<file path="config.mk">
export PLATFORM = sky130hd
export DESIGN_NAME = length_prefixed_packet_deframer
export DESIGN_NICKNAME = d
export VERILOG_FILES = /design/src/sv/lppd_pkg.sv /design/src/sv/lppd_in_reg.sv /design/src/sv/lppd_parse.sv /design/src/sv/lppd_out_reg.sv /design/src/sv/length_prefixed_packet_deframer.sv
export SDC_FILE = /design/constraint.sdc
export NUM_CORES = 1
export LEC_CHECK = 0
export ABC_AREA = 1
export CAP_MARGIN = 10
export CORE_ASPECT_RATIO = 0.5
export CORE_MARGIN = 8
export CORE_UTILIZATION = 44
export CTS_CLUSTER_SIZE = 8
export DETAILED_ROUTE_END_ITERATION = 12
export DONT_BUFFER_PORTS = 1
export GPL_TIMING_DRIVEN = 1
export PLACE_DENSITY = 0.71
export SLEW_MARGIN = 30
export SYNTH_ARGS = -nofsm -noshare
export SYNTH_HDL_FRONTEND = slang
export SYNTH_HIERARCHICAL = 1
export SYNTH_SLANG_ARGS = --single-unit
</file>
<file path="constraint.sdc">
create_clock -name clk -period 4.8 [get_ports clk]
set_input_delay 0.48 -clock clk [delete_from_list [all_inputs] [get_ports clk]]
set_output_delay 0.48 -clock clk [all_outputs]
set_load 0.01 [all_outputs]
</file>
<file path="src/sv/lppd_pkg.sv">
package lppd_pkg;

  // Field widths of the byte stream, the frame header and the result kind.
  localparam int unsigned ByteW = 8;
  localparam int unsigned LenW  = 16;
  localparam int unsigned KindW = 2;

  // The shortest legal frame is the two header bytes alone.
  localparam logic [LenW-1:0] MinTotalLen   = LenW'(2);
  localparam logic [LenW-1:0] MaxLenDefault = '1;

  // Result kinds.
  typedef enum logic [KindW-1:0] {
    KIND_BODY  = 2'd0,
    KIND_EMPTY = 2'd1,
    KIND_ERROR = 2'd2
  } kind_t;

  // One result transaction.
  typedef struct packed {
    kind_t            kind;
    logic [ByteW-1:0] body_byte;
    logic             first_of_packet;
    logic             last_of_packet;
  } result_t;

  // Handoff from the parser to the result register.
  typedef struct packed {
    logic    emit;
    result_t res;
  } parse_out_t;

endpackage

</file>
<file path="src/sv/lppd_in_reg.sv">
module lppd_in_reg (
  input  logic                      clk,
  input  logic                      rst,
  input  logic                      in_valid,
  output logic                      in_ready,
  input  logic [lppd_pkg::ByteW-1:0] in_byte,
  input  logic                      advance,
  output logic                      hold_valid,
  output logic [lppd_pkg::ByteW-1:0] hold_byte
);
  import lppd_pkg::*;

  // The register can take a new byte when it is empty or being drained.
  assign in_ready = !hold_valid || advance;

  // Occupancy flag.
  always_ff @(posedge clk) begin
    if (rst) begin
      hold_valid <= 1'b0;
    end else if (in_ready) begin
      hold_valid <= in_valid;
    end
  end

  // Captured byte.
  always_ff @(posedge clk) begin
    if (in_valid && in_ready) begin
      hold_byte <= in_byte;
    end
  end

endmodule

</file>
<file path="src/sv/lppd_parse.sv">
module lppd_parse (
  input  logic                       clk,
  input  logic                       rst,
  input  logic                       advance,
  input  logic [lppd_pkg::ByteW-1:0] cur_byte,
  input  logic [lppd_pkg::LenW-1:0]  max_len,
  output lppd_pkg::parse_out_t       pout
);
  import lppd_pkg::*;

  logic             in_body, in_body_next;
  logic             have_low_byte, have_low_byte_next;
  logic [ByteW-1:0] length_low_byte, length_low_byte_next;
  logic [LenW-1:0]  bytes_left, bytes_left_next;
  logic             at_packet_start, at_packet_start_next;
  logic             halted, halted_next;
  logic [LenW-1:0]  total;
  logic             last;

  assign total = {cur_byte, length_low_byte};
  assign last  = (bytes_left <= LenW'(1));

  // Framing decision for the byte at the head of the input register.
  always_comb begin
    in_body_next         = in_body;
    have_low_byte_next   = have_low_byte;
    length_low_byte_next = length_low_byte;
    bytes_left_next      = bytes_left;
    at_packet_start_next = at_packet_start;
    halted_next          = halted;
    pout                 = '0;
    pout.res.kind        = KIND_BODY;

    if (halted) begin
      // Everything after a bad length is dropped.
    end else if (in_body) begin
      pout.emit                 = 1'b1;
      pout.res.kind             = KIND_BODY;
      pout.res.body_byte        = cur_byte;
      pout.res.first_of_packet  = at_packet_start;
      pout.res.last_of_packet   = last;
      at_packet_start_next      = 1'b0;
      bytes_left_next           = last ? '0 : bytes_left - LenW'(1);
      in_body_next              = !last;
    end else if (!have_low_byte) begin
      length_low_byte_next = cur_byte;
      have_low_byte_next   = 1'b1;
    end else begin
      have_low_byte_next   = 1'b0;
      length_low_byte_next = '0;
      if (total < MinTotalLen || total > max_len) begin
        halted_next   = 1'b1;
        pout.emit     = 1'b1;
        pout.res.kind = KIND_ERROR;
      end else if (total == MinTotalLen) begin
        pout.emit               = 1'b1;
        pout.res.kind           = KIND_EMPTY;
        pout.res.last_of_packet = 1'b1;
      end else begin
        bytes_left_next      = total - MinTotalLen;
        in_body_next         = 1'b1;
        at_packet_start_next = 1'b1;
      end
    end
  end

  // Framing state moves only when a byte leaves the input register.
  always_ff @(posedge clk) begin
    if (rst) begin
      in_body         <= 1'b0;
      have_low_byte   <= 1'b0;
      length_low_byte <= '0;
      bytes_left      <= '0;
      at_packet_start <= 1'b0;
      halted          <= 1'b0;
    end else if (advance) begin
      in_body         <= in_body_next;
      have_low_byte   <= have_low_byte_next;
      length_low_byte <= length_low_byte_next;
      bytes_left      <= bytes_left_next;
      at_packet_start <= at_packet_start_next;
      halted          <= halted_next;
    end
  end

endmodule

</file>
<file path="src/sv/lppd_out_reg.sv">
module lppd_out_reg (
  input  logic                 clk,
  input  logic                 rst,
  input  logic                 advance,
  input  lppd_pkg::parse_out_t pout,
  output logic                 slot_free,
  output logic                 out_valid,
  input  logic                 out_ready,
  output lppd_pkg::result_t    res
);
  import lppd_pkg::*;

  // The slot can be loaded when empty or when its result is taken this cycle.
  assign slot_free = !out_valid || out_ready;

  // Result valid flag.
  always_ff @(posedge clk) begin
    if (rst) begin
      out_valid <= 1'b0;
    end else if (advance) begin
      out_valid <= pout.emit;
    end else if (out_ready) begin
      out_valid <= 1'b0;
    end
  end

  // Result payload.
  always_ff @(posedge clk) begin
    if (advance && pout.emit) begin
      res <= pout.res;
    end
  end

endmodule

</file>
<file path="src/sv/length_prefixed_packet_deframer.sv">
// Channel  | Handshake              | Payload
// ---------+------------------------+------------------------------------------
// input    | in_valid / in_ready    | in_byte
// result   | out_valid / out_ready  | kind, body_byte, first_of_packet,
//          |                        | last_of_packet
// config   | cfg_wr_en              | cfg_wr_data (max_total_length)
//
// One byte is taken per cycle while the result register is not stalled; a byte
// passes from its input transaction into the input register, then through the
// parser into the result register. The parser updates the header and counter
// state per byte. Synchronous reset clears the framing state, the maximum length
// to 65535, and both register stages. A stalled result holds the pipe; while the
// result register is being drained a new byte still enters in the same cycle.
module length_prefixed_packet_deframer (
  input  logic                        clk,
  input  logic                        rst,
  input  logic                        in_valid,
  output logic                        in_ready,
  input  logic [lppd_pkg::ByteW-1:0]  in_byte,
  output logic                        out_valid,
  input  logic                        out_ready,
  output logic [lppd_pkg::KindW-1:0]  kind,
  output logic [lppd_pkg::ByteW-1:0]  body_byte,
  output logic                        first_of_packet,
  output logic                        last_of_packet,
  input  logic                        cfg_wr_en,
  input  logic [lppd_pkg::LenW-1:0]   cfg_wr_data
);
  import lppd_pkg::*;

  logic             hold_valid;
  logic [ByteW-1:0] hold_byte;
  logic             slot_free;
  logic             advance;
  logic [LenW-1:0]  max_total_length;
  parse_out_t       pout;
  result_t          res;

  // A byte moves on when the result slot can take whatever it produces.
  assign advance = hold_valid && slot_free;

  // Configuration register.
  always_ff @(posedge clk) begin
    if (rst) begin
      max_total_length <= MaxLenDefault;
    end else if (cfg_wr_en) begin
      max_total_length <= cfg_wr_data;
    end
  end

  lppd_in_reg u_in_reg (
    .clk        (clk),
    .rst        (rst),
    .in_valid   (in_valid),
    .in_ready   (in_ready),
    .in_byte    (in_byte),
    .advance    (advance),
    .hold_valid (hold_valid),
    .hold_byte  (hold_byte)
  );

  lppd_parse u_parse (
    .clk      (clk),
    .rst      (rst),
    .advance  (advance),
    .cur_byte (hold_byte),
    .max_len  (max_total_length),
    .pout     (pout)
  );

  lppd_out_reg u_out_reg (
    .clk       (clk),
    .rst       (rst),
    .advance   (advance),
    .pout      (pout),
    .slot_free (slot_free),
    .out_valid (out_valid),
    .out_ready (out_ready),
    .res       (res)
  );

  // Result fields onto their ports.
  assign kind            = res.kind;
  assign body_byte       = res.body_byte;
  assign first_of_packet = res.first_of_packet;
  assign last_of_packet  = res.last_of_packet;

endmodule
</file>
### Yosys cells after proc, flatten, opt, wreduce, memory -nomap -nowiden

Index checks and enable logic that the tools add are counted.

| cells by class | value |
|---|---|
| bitwise operators | 3 |
| $lt $le $gt $ge | 3 |
| muxes and demuxes | 31 |
| reduce and logical (&&, ||, !) cells | 17 |
| $add $sub $neg | 2 |
| equal/unequal tests | 3 |

Operator list:

| kind | number |
|---|---|
| $mux 16 | 5 |
| $mux 1 | 19 |
| $eq 16x2->1 const B | 1 |
| $gt 16x16->1 | 1 |
| $le 16x1->1 const B | 1 |
| $lt 16x2->1 const B | 1 |
| $sub 16x1->16 const B | 1 |
| $sub 16x2->16 const B | 1 |
| $mux 13 | 1 |
| $mux 3 | 4 |
| $mux 9 | 1 |
| $mux 8 | 1 |
| $reduce_and 5->1 | 1 |
| $ne 2x1->1 const B | 2 |
| $reduce_bool 2->1 | 2 |
| $reduce_or 4->1 | 1 |
| $logic_and 1x1->1 | 3 |
| $logic_not 1->1 | 3 |
| $logic_or 1x1->1 | 3 |
| $not 1->1 | 3 |
| $reduce_and 3->1 | 1 |
| $reduce_or 3->1 | 1 |
| $reduce_and 2->1 | 1 |
| $reduce_or 2->1 | 1 |

| storage, ports and cells | value |
|---|---|
| logic and storage cells | 74 |
| register bits after elaboration | 66 |
| bits of input ports | 29 |
| output and inout bits | 14 |

### Longest topological paths before layout

Gate-level depths: netlist (run 1).

| logic depth | value |
|---|---|
| depth in word-level cells | 7 |
| depth in mapped cells | 17 |
| gate-level depth less buffers | 17 |

### By module

The synthesis (run 1) kept the hierarchy.

By module, submodules not included:

| module | cells an instance | seq. area each (um^2) | instances | area each (um^2) |
|---|---|---|---|---|
| lppd_parse | 413 | 560.5 | 1 | 2608.8 |
| length_prefixed_packet_deframer | 72 | 320.3 | 1 | 670.6 |
| lppd_out_reg | 20 | 380.4 | 1 | 411.6 |
| lppd_in_reg | 14 | 260.2 | 1 | 287.8 |

### Least setup slack after synthesis (run 1)

OpenSTA, ideal clock, no wires.

| timing | value |
|---|---|
| path type | register -> register |
| start | register u_in_reg/hold_byte[0] (netlist bit) |
| end | register, netlist name u_out_reg/res[0] |
| required time | 4.456 ns |
| arrival time | 1.726 ns |
| stages on the path, launching flop included | 12 |
| slack | 2.730 ns |
| cells stage by stage | edfxtp_1 -> ha_1 -> nand4_1 -> nor3_2 -> nand2_1 -> nand2_1 -> nand2_2 -> nand3_1 -> nand3_1 -> nand2_1 -> nand2_1 -> inv_1 |

RTL lines:

| element | line | text |
|---|---|---|
| start: declaration | lppd_in_reg.sv:9 | `output logic [lppd_pkg::ByteW-1:0] hold_byte` |
| start signal: assignment | lppd_in_reg.sv:28 | `hold_byte <= in_byte;` |

==> results.cfg, run 1 <==
[sta]
setup_tns_ns = 0
fin_skew_ns = 0.00828
min_period_ns = 2.41
setup_viol = 0
hold_viol = 0
max_freq_ghz = 0.414
slew_headroom_pct = 50.9
slew_violations = 0
post-route-period-util_pct = 50.3
tightestPinTransition_ns = 0.737
rsz0062_at_grt = no

[critical_path]
critPathSlowestCell = edfxtp_1
startpoint = u_in_reg/hold_byte[4]
critPathTopFamily = simple AND/OR/NAND/NOR gates
cp-end-kind = flip-flop
cp_common_cell = nand2_1
critPathKind = flip-flop to flip-flop
crit_buf_inv = 1
worstReg2RegStart = u_in_reg/hold_byte[4]
worst_ep_arrival_time_ns = 2.39
path_cells = ha_1 -> nand2_1 -> nor3_2 -> nand2_1 -> nand2_1 -> nand2_2 -> nand3_1 -> nand3_1 -> nand2_1 -> nand2_1 -> inv_1
critical_path.startpoint_type = flip-flop
cp_max_fo = 12
slowest_delay_ns = 0.51
critPathRequiredTime_ns = 4.77

[clock_tree]
cts.root.buffer_cell = clkbuf_16
clock_path_buffers = 2
cts_tree = yes
worstSkewPairLatency_ns = 0.33
cts.sinks = 66
cts_buffers = 9
clk_pin_slew_worst_paths_ns = 0.05
cts_setup_buffers = 0
ctsHtreeMaxLevel = 3
cts_resized = 0
ctsHoldBuffers = 0

[drt]
drtPass1Iterations = 5
via_per_inst = 5.06
drt_iter0_markers = 276
drtAntennaViolNets = 0
totalWireLength_um = 8610
dr_total_vias = 3214
wire_per_inst_um = 13.6
drc = 0

[power_and_ir_drop]
totalPowerFinal_mw = 1.51
power_switching_uw = 440
pwr-share-comb_pct = 18.4
p_clk_share_pct = 39.5
p_sw_share_pct = 29.2
internal-power_mw = 1.07
p_leak_nw = 2.08
pwr-share-seq_pct = 42.1
power.density_nw_per_um2 = 353
ir_drop_mv = 0.199

[flow_run]
max-cap-violations = 0

[global_route]
grt_pass1_vias = 3032
grt_max_degree = 32
overflow = 0
track_usage_pct = 14.2
antenna_found_initial = 0
grt_pass1_wl_um = 14600

[die]
rows = 24
coreArea_um2 = 8740
io_pins = 43
die_width_um = 150
dieArea_um2 = 12500
die_h_um = 83.2
start_util_pct = 45.5

[synth]
synthesis.area_um2 = 3980
seq_area_frac_synth_pct = 38.2
ys_ff_latch = 66
ys_warn_count = 6
postSynthCellCount = 519
synth_nets = 567
synth_area_per_cell_um2 = 7.67
synth_cell_types = 36

[finish]
finalNetCount = 561
diodes = 0
drive_gt1_share_pct = 14.5
area_delta_synth_final_pct = 7.30
final_common_cell = nand2_1
final_util_pct = 48.9
final_cell_mix = nand2_1 (105), inv_1 (60), nor2_1 (53), dfxtp_1 (46), nand3_1 (44)

[worst_hold_path]
min-delay-start = rst
hold_path_class = input pin to flip-flop

[place]
place_congestion = 0.895
dp_hpwl_um = 6310
numPortBuffers = 0

[outcome]
status = finished clean
per-stage QoR:
step / cell area, um2 / worst slack [ns] / hold slack, ns / std cells
after detailed placement: 4000 / 2.40 / 0.445 / 619
final: 4270 / 2.39 / 0.206 / 635
after global routing: 4270 / 2.18 / 0.193 / 635
after global placement: 4000 / 2.46 / 0.439 / 619
after floorplan: 3980 / 2.73 / 0.429 / 519
after CTS: 4270 / 2.39 / 0.202 / 635
power groups by stage:
stage | combinational [mW] | clock, mW | sequential, mW
global placement | 0.271 | 0 | 0.645
global route | 0.317 | 0.632 | 0.638
CTS | 0.277 | 0.603 | 0.634
floorplan | 0.236 | 0 | 0.636
detailed placement | 0.272 | 0 | 0.646
finish | 0.277 | 0.595 | 0.635
kinds of logic (layout without fill, tap and decap cells):
family | count (synthesis) | count (layout) | share of synthesized area, %
xor+xnor | 23 | 23 | 5.06
buf+inv | 87 | 86 | 10.0
flops | 66 | 66 | 38.2
compound gates | 62 | 62 | 8.49
simple gates | 262 | 262 | 32.2
fa+ha+maj | 19 | 19 | 5.97
cells in the mapped netlist:
cell	instances	share of area [%]
nand2_1	106	10
inv_1	60	5.7
nor2_1	53	5.0
dfxtp_1	46	23
nand3_1	44	5.5
a21oi_1	35	4.4
edfxtp_1	20	15
xor2_1	20	4.4
ha_1	19	6.0
nand2_2	18	2.8
nand3_2	13	3.3
o21ai_0	10	1.3
inv_2	7	0.66
nor2_2	6	0.94
o21ai_1	6	0.75
buf_6	5	1.4
nand4_1	5	0.79
nor3_1	5	0.63
nor3_2	5	1.3
o22ai_1	5	0.79
a21oi_2	4	0.88
buf_2	4	0.50
clkbuf_1	3	0.28
nor2_4	3	0.85
xnor2_1	3	0.66
buf_1	2	0.19
buf_4	2	0.38
clkinv_1	2	0.19
a21o_1	1	0.19
and3_1	1	0.16
buf_12	1	0.50
inv_6	1	0.22
nand2_4	1	0.28
nand4_4	1	0.53
nor4_1	1	0.16
o2bb2ai_1	1	0.22
sequential cells by signal (all words and copies together) (netlist names):
signal                   count
max_total_length            16
u_parse/bytes_left          16
u_out_reg/res               12
u_in_reg/hold_byte           8
u_parse/length_low_byte      8
u_in_reg/hold_valid          1
u_out_reg/out_valid          1
u_parse/at_packet_start      1
u_parse/halted               1
u_parse/have_low_byte        1
u_parse/in_body              1
layout make-up:
| class | count | area (um2) |
|---|---|---|
| well taps | 117 | 146 |
| flip-flops and latches | 66 | 1520 |
| fillers | 846 | 4470 |
| clock buffers | 11 | 243 |
| inverters | 70 | 268 |
| clock inverters | 5 | 28.8 |
| multi-input cells | 366 | 2060 |
per-layer routing:
layer	share of wire, %	global-route usage [%]	vias to the layer above
met5	0	0	-
met4	1.2	4.32	0
met3	6.1	4.33	8
met2	45	22.5	81
met1	48	18.2	1454
li1	-	-	1671
worst paths after layout:
check,end,slack [ns],cells after the start
max reg2reg,u_out_reg/res[0],2.39,11
min reg2reg,max_total_length[1],0.45,2
min,u_in_reg/hold_valid,0.21,1
max,u_out_reg/res[0],2.39,11
No activity file was read; power rests on OpenSTA's default activity.
==> inputs of run 2 (changes only) <==
Clock period 4.8 ns to 2.5 ns, I/O delays scaled along.
==> run 2 against run 1 <==
Die area unchanged. Fmax increased by 7.4%. Combinational power is 110% higher. Power up 100%. Critical endpoint is now u_parse/bytes_left[15].
==> results.cfg, run 2 (same netlist as run 1, synthesis figures left out) <==
[outcome]
status = finished clean

[global_route]
grt_use_met3_pct = 4.11
grt_max_degree = 32
grt_pass1_wl_um = 15600
use_met2_pct = 25.1
antenna_found_initial = 0
gr-usage-met1_pct = 18.4
top_usage_layer = met2
track_usage_pct = 15.2
overflow = 0
grt_pass1_vias = 3292

[sta]
slew_headroom_pct = 56.2
slew_violations = 0
setup_tns_ns = 0
timing.hold.ws_ns = 0.0362
hold_viol = 0
post-route-period-util_pct = 89.9
fin_skew_ns = 0.00604
setup_viol = 0
tightestPinTransition_ns = 0.656
rsz0062_at_grt = no
min_period_ns = 2.25
max_freq_ghz = 0.445

[power_and_ir_drop]
p_sw_share_pct = 28.5
p_clk_share_pct = 41.9
power_switching_uw = 880
ir_drop_mv = 0.555
pwr-share-seq_pct = 39.1
power.density_nw_per_um2 = 686
p_leak_nw = 2.19
pwr-share-comb_pct = 19.0
internal-power_mw = 2.21
totalPowerFinal_mw = 3.09

[finish]
final_common_cell = nand2_1
reg_top3 = max_total_length (16), u_parse/bytes_left (16), u_out_reg/res (12)
finalNetCount = 583
final_cell_area_um2 = 4500
area_delta_synth_final_pct = 13.0
final_cell_mix = nand2_1 (105), inv_1 (59), nor2_1 (53), dfxtp_1 (46), nand3_1 (44)
drive_gt1_share_pct = 16.5
final_util_pct = 51.4
diodes = 0
fill_cells = 801

[worst_hold_path]
whs_path_depth = 2
hold_path_class = input pin to flip-flop

[place]
numPortBuffers = 0
placed_area_um2 = 4090
place_congestion = 0.886
dp_hpwl_um = 6660

[clock_tree]
worstSkewPairLatency_ns = 0.34
ctsHtreeMaxLevel = 3
cts.root.buffer_cell = clkbuf_16
cts_tree = yes
clock_path_buffers = 2
clk_pin_slew_worst_paths_ns = 0.06
cts.sinks = 66
cts_buffers = 9
cts_setup_buffers = 0

[drt]
drtAntennaViolNets = 0
drt_iter0_markers = 291
drtPass1Iterations = 4
via_per_inst = 5.16
dr_total_vias = 3388
totalWireLength_um = 9280
wire_per_inst_um = 14.1
drc = 0

[critical_path]
cp-end-kind = flip-flop
critical_path.startpoint_type = flip-flop
cp_max_fo = 31
critPathRequiredTime_ns = 2.72
critPathKind = flip-flop to flip-flop
worst_ep_arrival_time_ns = 2.47
rr_worst_depth = 9

[flow_run]
max-cap-violations = 0

[die]
rows = 24
dieArea_um2 = 12500
io_pins = 43
die_width_um = 150
start_util_pct = 45.5
die_h_um = 83.2
coreArea_um2 = 8740
## run 2: cell count changes in the layout (fill, tap and decap cells not counted)
cell           delta
buf_4            +12
bufinv_16         +1
clkbuf_16         +1
clkbuf_8          -1
clkinvlp_4        +2
dlygate4sd3_1     +9
inv_1             -1
inv_4             -1
## run 2: critical path, cell delays in order (launching register included)
cell and delay (ns):
edfxtp_1 0.48, ha_1 0.37, a21oi_1 0.13, nand2_1 0.07, a21oi_1 0.13, nand2_1 0.08, nand2_2 0.11, nand4_4 0.40
a21oi_1 0.29, nor2_1 0.07
## run 2: final timing paths
check / from / endpoint / slack (ns)
max: u_in_reg/hold_byte[3] / u_parse/bytes_left[15] / 0.25
min: cfg_wr_en / max_total_length[2] / 0.04
max reg2reg: u_in_reg/hold_byte[3] / u_parse/bytes_left[15] / 0.25
min reg2reg: max_total_length[2] / max_total_length[2] / 0.46
## run 2: stage by stage
stage | cells | setup slack, ns
2_1_floorplan | 519 | 0.430
3_3_place_gp | 631 | 0.248
3_5_place_dp | 631 | 0.123
4_1_cts | 656 | 0.117
5_1_grt | 657 | 0.0164
6_report | 657 | 0.252
## run 2: power groups by stage
| stage | Clock (mW) | Combinational [mW] | Sequential [mW] |
|---|---|---|---|
| after floorplan | 0 | 0.454 | 1.22 |
| after global placement | 0 | 0.550 | 1.23 |
| after detailed placement | 0 | 0.558 | 1.23 |
| after CTS | 1.30 | 0.581 | 1.21 |
| after global routing | 1.36 | 0.658 | 1.21 |
| final | 1.29 | 0.587 | 1.21 |
## run 2: final cells by class
| cell class | instances | area [um2] | area share (%) |
|---|---|---|---|
| Multi-Input combinational cell | 366 | 2060 | 45.9 |
| Sequential cell | 66 | 1520 | 33.8 |
| Inverter | 70 | 272 | 6.04 |
| Clock buffer | 11 | 254 | 5.65 |
| Timing Repair Buffer | 21 | 180 | 4.01 |
| Tap cell | 117 | 146 | 3.26 |
| Clock inverter | 5 | 52.6 | 1.17 |
| Timing Repair inverter | 1 | 7.51 | 0.167 |
## run 2: what timing repair did
action	CTS	global route
gates resized for setup	0	3
hold endpoints to repair	21	0
endpoints found under the setup margin	0	12
hold buffers	9	0
## run 2: metal layers
metal  vias to the layer above  part of all wire, %
li1                       1705                    -
met1                      1559                   46
met2                       112                   46
met3                        12                  5.9
met4                         0                  1.7
met5                         -                    0
==> inputs of run 3 (changes only) <==
Settings changed: ABC_AREA 1 to not set.
==> run 3 against run 2 <==
The run now ends with setup timing left. First-iteration DRC count up 3.1%. Hold slack worse by 0.018 ns. Synthesized area down 6.4%. Global-route usage up 1.5 points. Die area down 5.5%.
==> results.cfg, run 3 <==
[outcome]
status = finished, violations left
violations = setup timing

[synth]
ys_ff_latch = 66
synth_cell_types = 58
synthTopCellsByArea = dfxtp_1 (25%), edfxtp_1 (16%), ha_1 (6.4%), nor2b_1 (3.9%), a211o_1 (3.8%)
yosysTopAreaCell = dfxtp_1
synth_edf_count = 20
synthesis.area_um2 = 3720
ys_warn_count = 6
yosys_most_used_dff = dfxtp_1
postSynthCellCount = 388
seq_area_frac_synth_pct = 40.9
yosys-top-cells-count = dfxtp_1 (46), nor2_1 (26), nor2b_1 (23), inv_1 (22), nand2_1 (22)
yosys.area.top_type_share_pct = 24.7
async_reset_ff_share_pct = 0
synth_area_per_cell_um2 = 9.59
synth_nets = 436
synth_most_common_cell = dfxtp_1

[clock_tree]
cts_tree = yes
cts_buffers = 9
clk_pin_slew_worst_paths_ns = 0.05
cts.root.buffer_cell = clkbuf_16
cts.sinks = 66
ctsHtreeMaxLevel = 3
clock_path_buffers = 2
worstSkewPairLatency_ns = 0.34

[finish]
area_delta_synth_final_pct = 25.7
stdcell_count = 563
final_cell_area_um2 = 4680
diodes = 0
final_common_cell = dfxtp_1
finalNetCount = 494
fill_cells = 678
multiInputGateArea_um2 = 2120
reg_top3 = max_total_length (16), u_parse/bytes_left (16), u_out_reg/res (12)
drive_gt1_share_pct = 22.4
ff_latch_area_um2 = 1520
final_cell_mix = dfxtp_1 (46), buf_4 (45), nor2b_1 (23), inv_1 (22), nor2_1 (22)

[critical_path]
cp_max_fo = 6
startpoint = u_in_reg/hold_byte[3]
path_cells = ha_1 -> nand2_2 -> or4_4 -> a21o_1 -> a31oi_4 -> a31oi_4 -> a211oi_4 -> and2_4
critical_path.startpoint_type = flip-flop
cp_common_cell = a31oi_4
worst_ep_arrival_time_ns = 2.75
worstReg2RegStart = u_in_reg/hold_byte[3]
critPathSlowestCell = or4_4
critPathKind = flip-flop to flip-flop
cp-end-kind = flip-flop
slowest_delay_ns = 0.57
critPathRequiredTime_ns = 2.54

[global_route]
grt_pass1_wl_um = 15600
grt_pass1_vias = 3048
antenna_found_initial = 0
grt_max_degree = 33
overflow = 0
track_usage_pct = 16.7

[sta]
post-route-period-util_pct = 108
max_freq_ghz = 0.369
setup_ws_ns = -0.212
tightestPinTransition_ns = 0.680
slew_headroom_pct = 54.5
hold_viol = 0
min_period_ns = 2.71
rsz0062_at_grt = yes
fin_skew_ns = 0.00889
slew_violations = 0
timing.hold.ws_ns = 0.0183
setup_viol = 33

[drt]
drc = 0
drtAntennaViolNets = 0
drtPass1Iterations = 6
wire_per_inst_um = 17.8
drt_iter0_markers = 300
totalWireLength_um = 10000
dr_total_vias = 3192
via_per_inst = 5.67

[power_and_ir_drop]
power.density_nw_per_um2 = 656
pwr-share-comb_pct = 24.4
ir_drop_mv = 0.454
p_sw_share_pct = 28.9
pwr-share-seq_pct = 39.7
internal-power_mw = 2.18
totalPowerFinal_mw = 3.07
power_switching_uw = 887
p_clk_share_pct = 35.8
p_leak_nw = 1.89

[place]
numPortBuffers = 0
dpl.cell_count = 520
placed_area_um2 = 4060
place_congestion = 0.882
dp_hpwl_um = 6800
pre_cts_slack_ns = -0.219

[die]
coreArea_um2 = 8120
rows = 23
die_width_um = 146
die_h_um = 81.0
dieArea_um2 = 11800
start_util_pct = 45.9
io_pins = 43

[flow_run]
max-cap-violations = 0

[worst_hold_path]
hold_path_class = input pin to flip-flop
min-delay-start = rst
run 3: changes by cell type in the layout (fill, tap and decap cells not counted), moves of 15 or more:
| cell | change |
|---|---|
| a211o_1 | +16 |
| a21oi_1 | -19 |
| nand3_1 | -37 |
| inv_1 | -37 |
| buf_4 | +33 |
| nand2_1 | -85 |
| nor2b_1 | +23 |
| nand2_2 | -17 |
| nor2_1 | -31 |
| xor2_1 | -15 |
run 3: worst max-delay path: cells and delay by family (launching register included):
family	cells	cell delay, ns
AND/OR/NAND/NOR	3	0.90
AO/OA/AOI/OAI	4	0.77
adder cells (fa/ha/maj)	1	0.35
flip-flops	1	0.39
run 3: power by group through the flow:
stage / registers (mW) / logic [mW] / clock network [mW]
after floorplan: 1.23 / 0.479 / 0
after global placement: 1.24 / 0.641 / 0
after detailed placement: 1.24 / 0.648 / 0
after CTS: 1.22 / 0.680 / 1.12
after global routing: 1.23 / 0.812 / 1.17
final: 1.22 / 0.750 / 1.10
run 3: cells by family (layout without fill, tap and decap cells):
kind of cell	count (synthesis)	in the layout	synth area share, %
muxes	11	11	2.96
AOI/OAI and AO/OA	86	86	16.6
adders and majority gates	19	19	6.39
DFF	66	66	40.9
xor gates and xnor gates	15	15	3.53
and+or+nand+nor	149	150	23.5
buffers and inverters	42	104	6.18
run 3: final cells by class:
cell class / count / area share [%]
multi-input combinational: 281 / 45.2
sequential: 66 / 32.5
timing repair buffer: 65 / 12.0
clock buffer: 11 / 4.97
tap: 112 / 2.99
inverter: 23 / 1.84
clock inverter: 5 / 0.481
run 3: final timing paths:
path	end	depth (start not counted)	slack, ns
worst max register to register	u_out_reg/res[10]	8	-0.21
worst min-delay path	u_parse/bytes_left[13]	1	0.02
worst max-delay path	u_out_reg/res[10]	8	-0.21
worst min register to register	u_parse/bytes_left[13]	2	0.49
run 3: timing repair:
action,CTS,global route
endpoints found under the setup margin,29,33
hold endpoints to repair,20,4
pin swaps,9,8
hold buffers,6,4
resized for setup,4,31
setup buffers,3,12
gates cloned,1,1
run 3: stage by stage:
step                      util (%)  setup TNS, ns
after floorplan                  -          -2.04
after detailed placement      50.0          -4.34
after global routing          57.7          -6.83
after CTS                     54.5          -1.69
final                         57.7          -5.01
after global placement        50.0          -2.28
run 3: metal layers:
layer	vias up	wire length (um)	global-route usage [%]
met3	16	751	4.93
met2	124	4860	28.9
met5	-	0	0
li1	1538	-	-
met4	0	176	7.44
met1	1514	4230	19.5
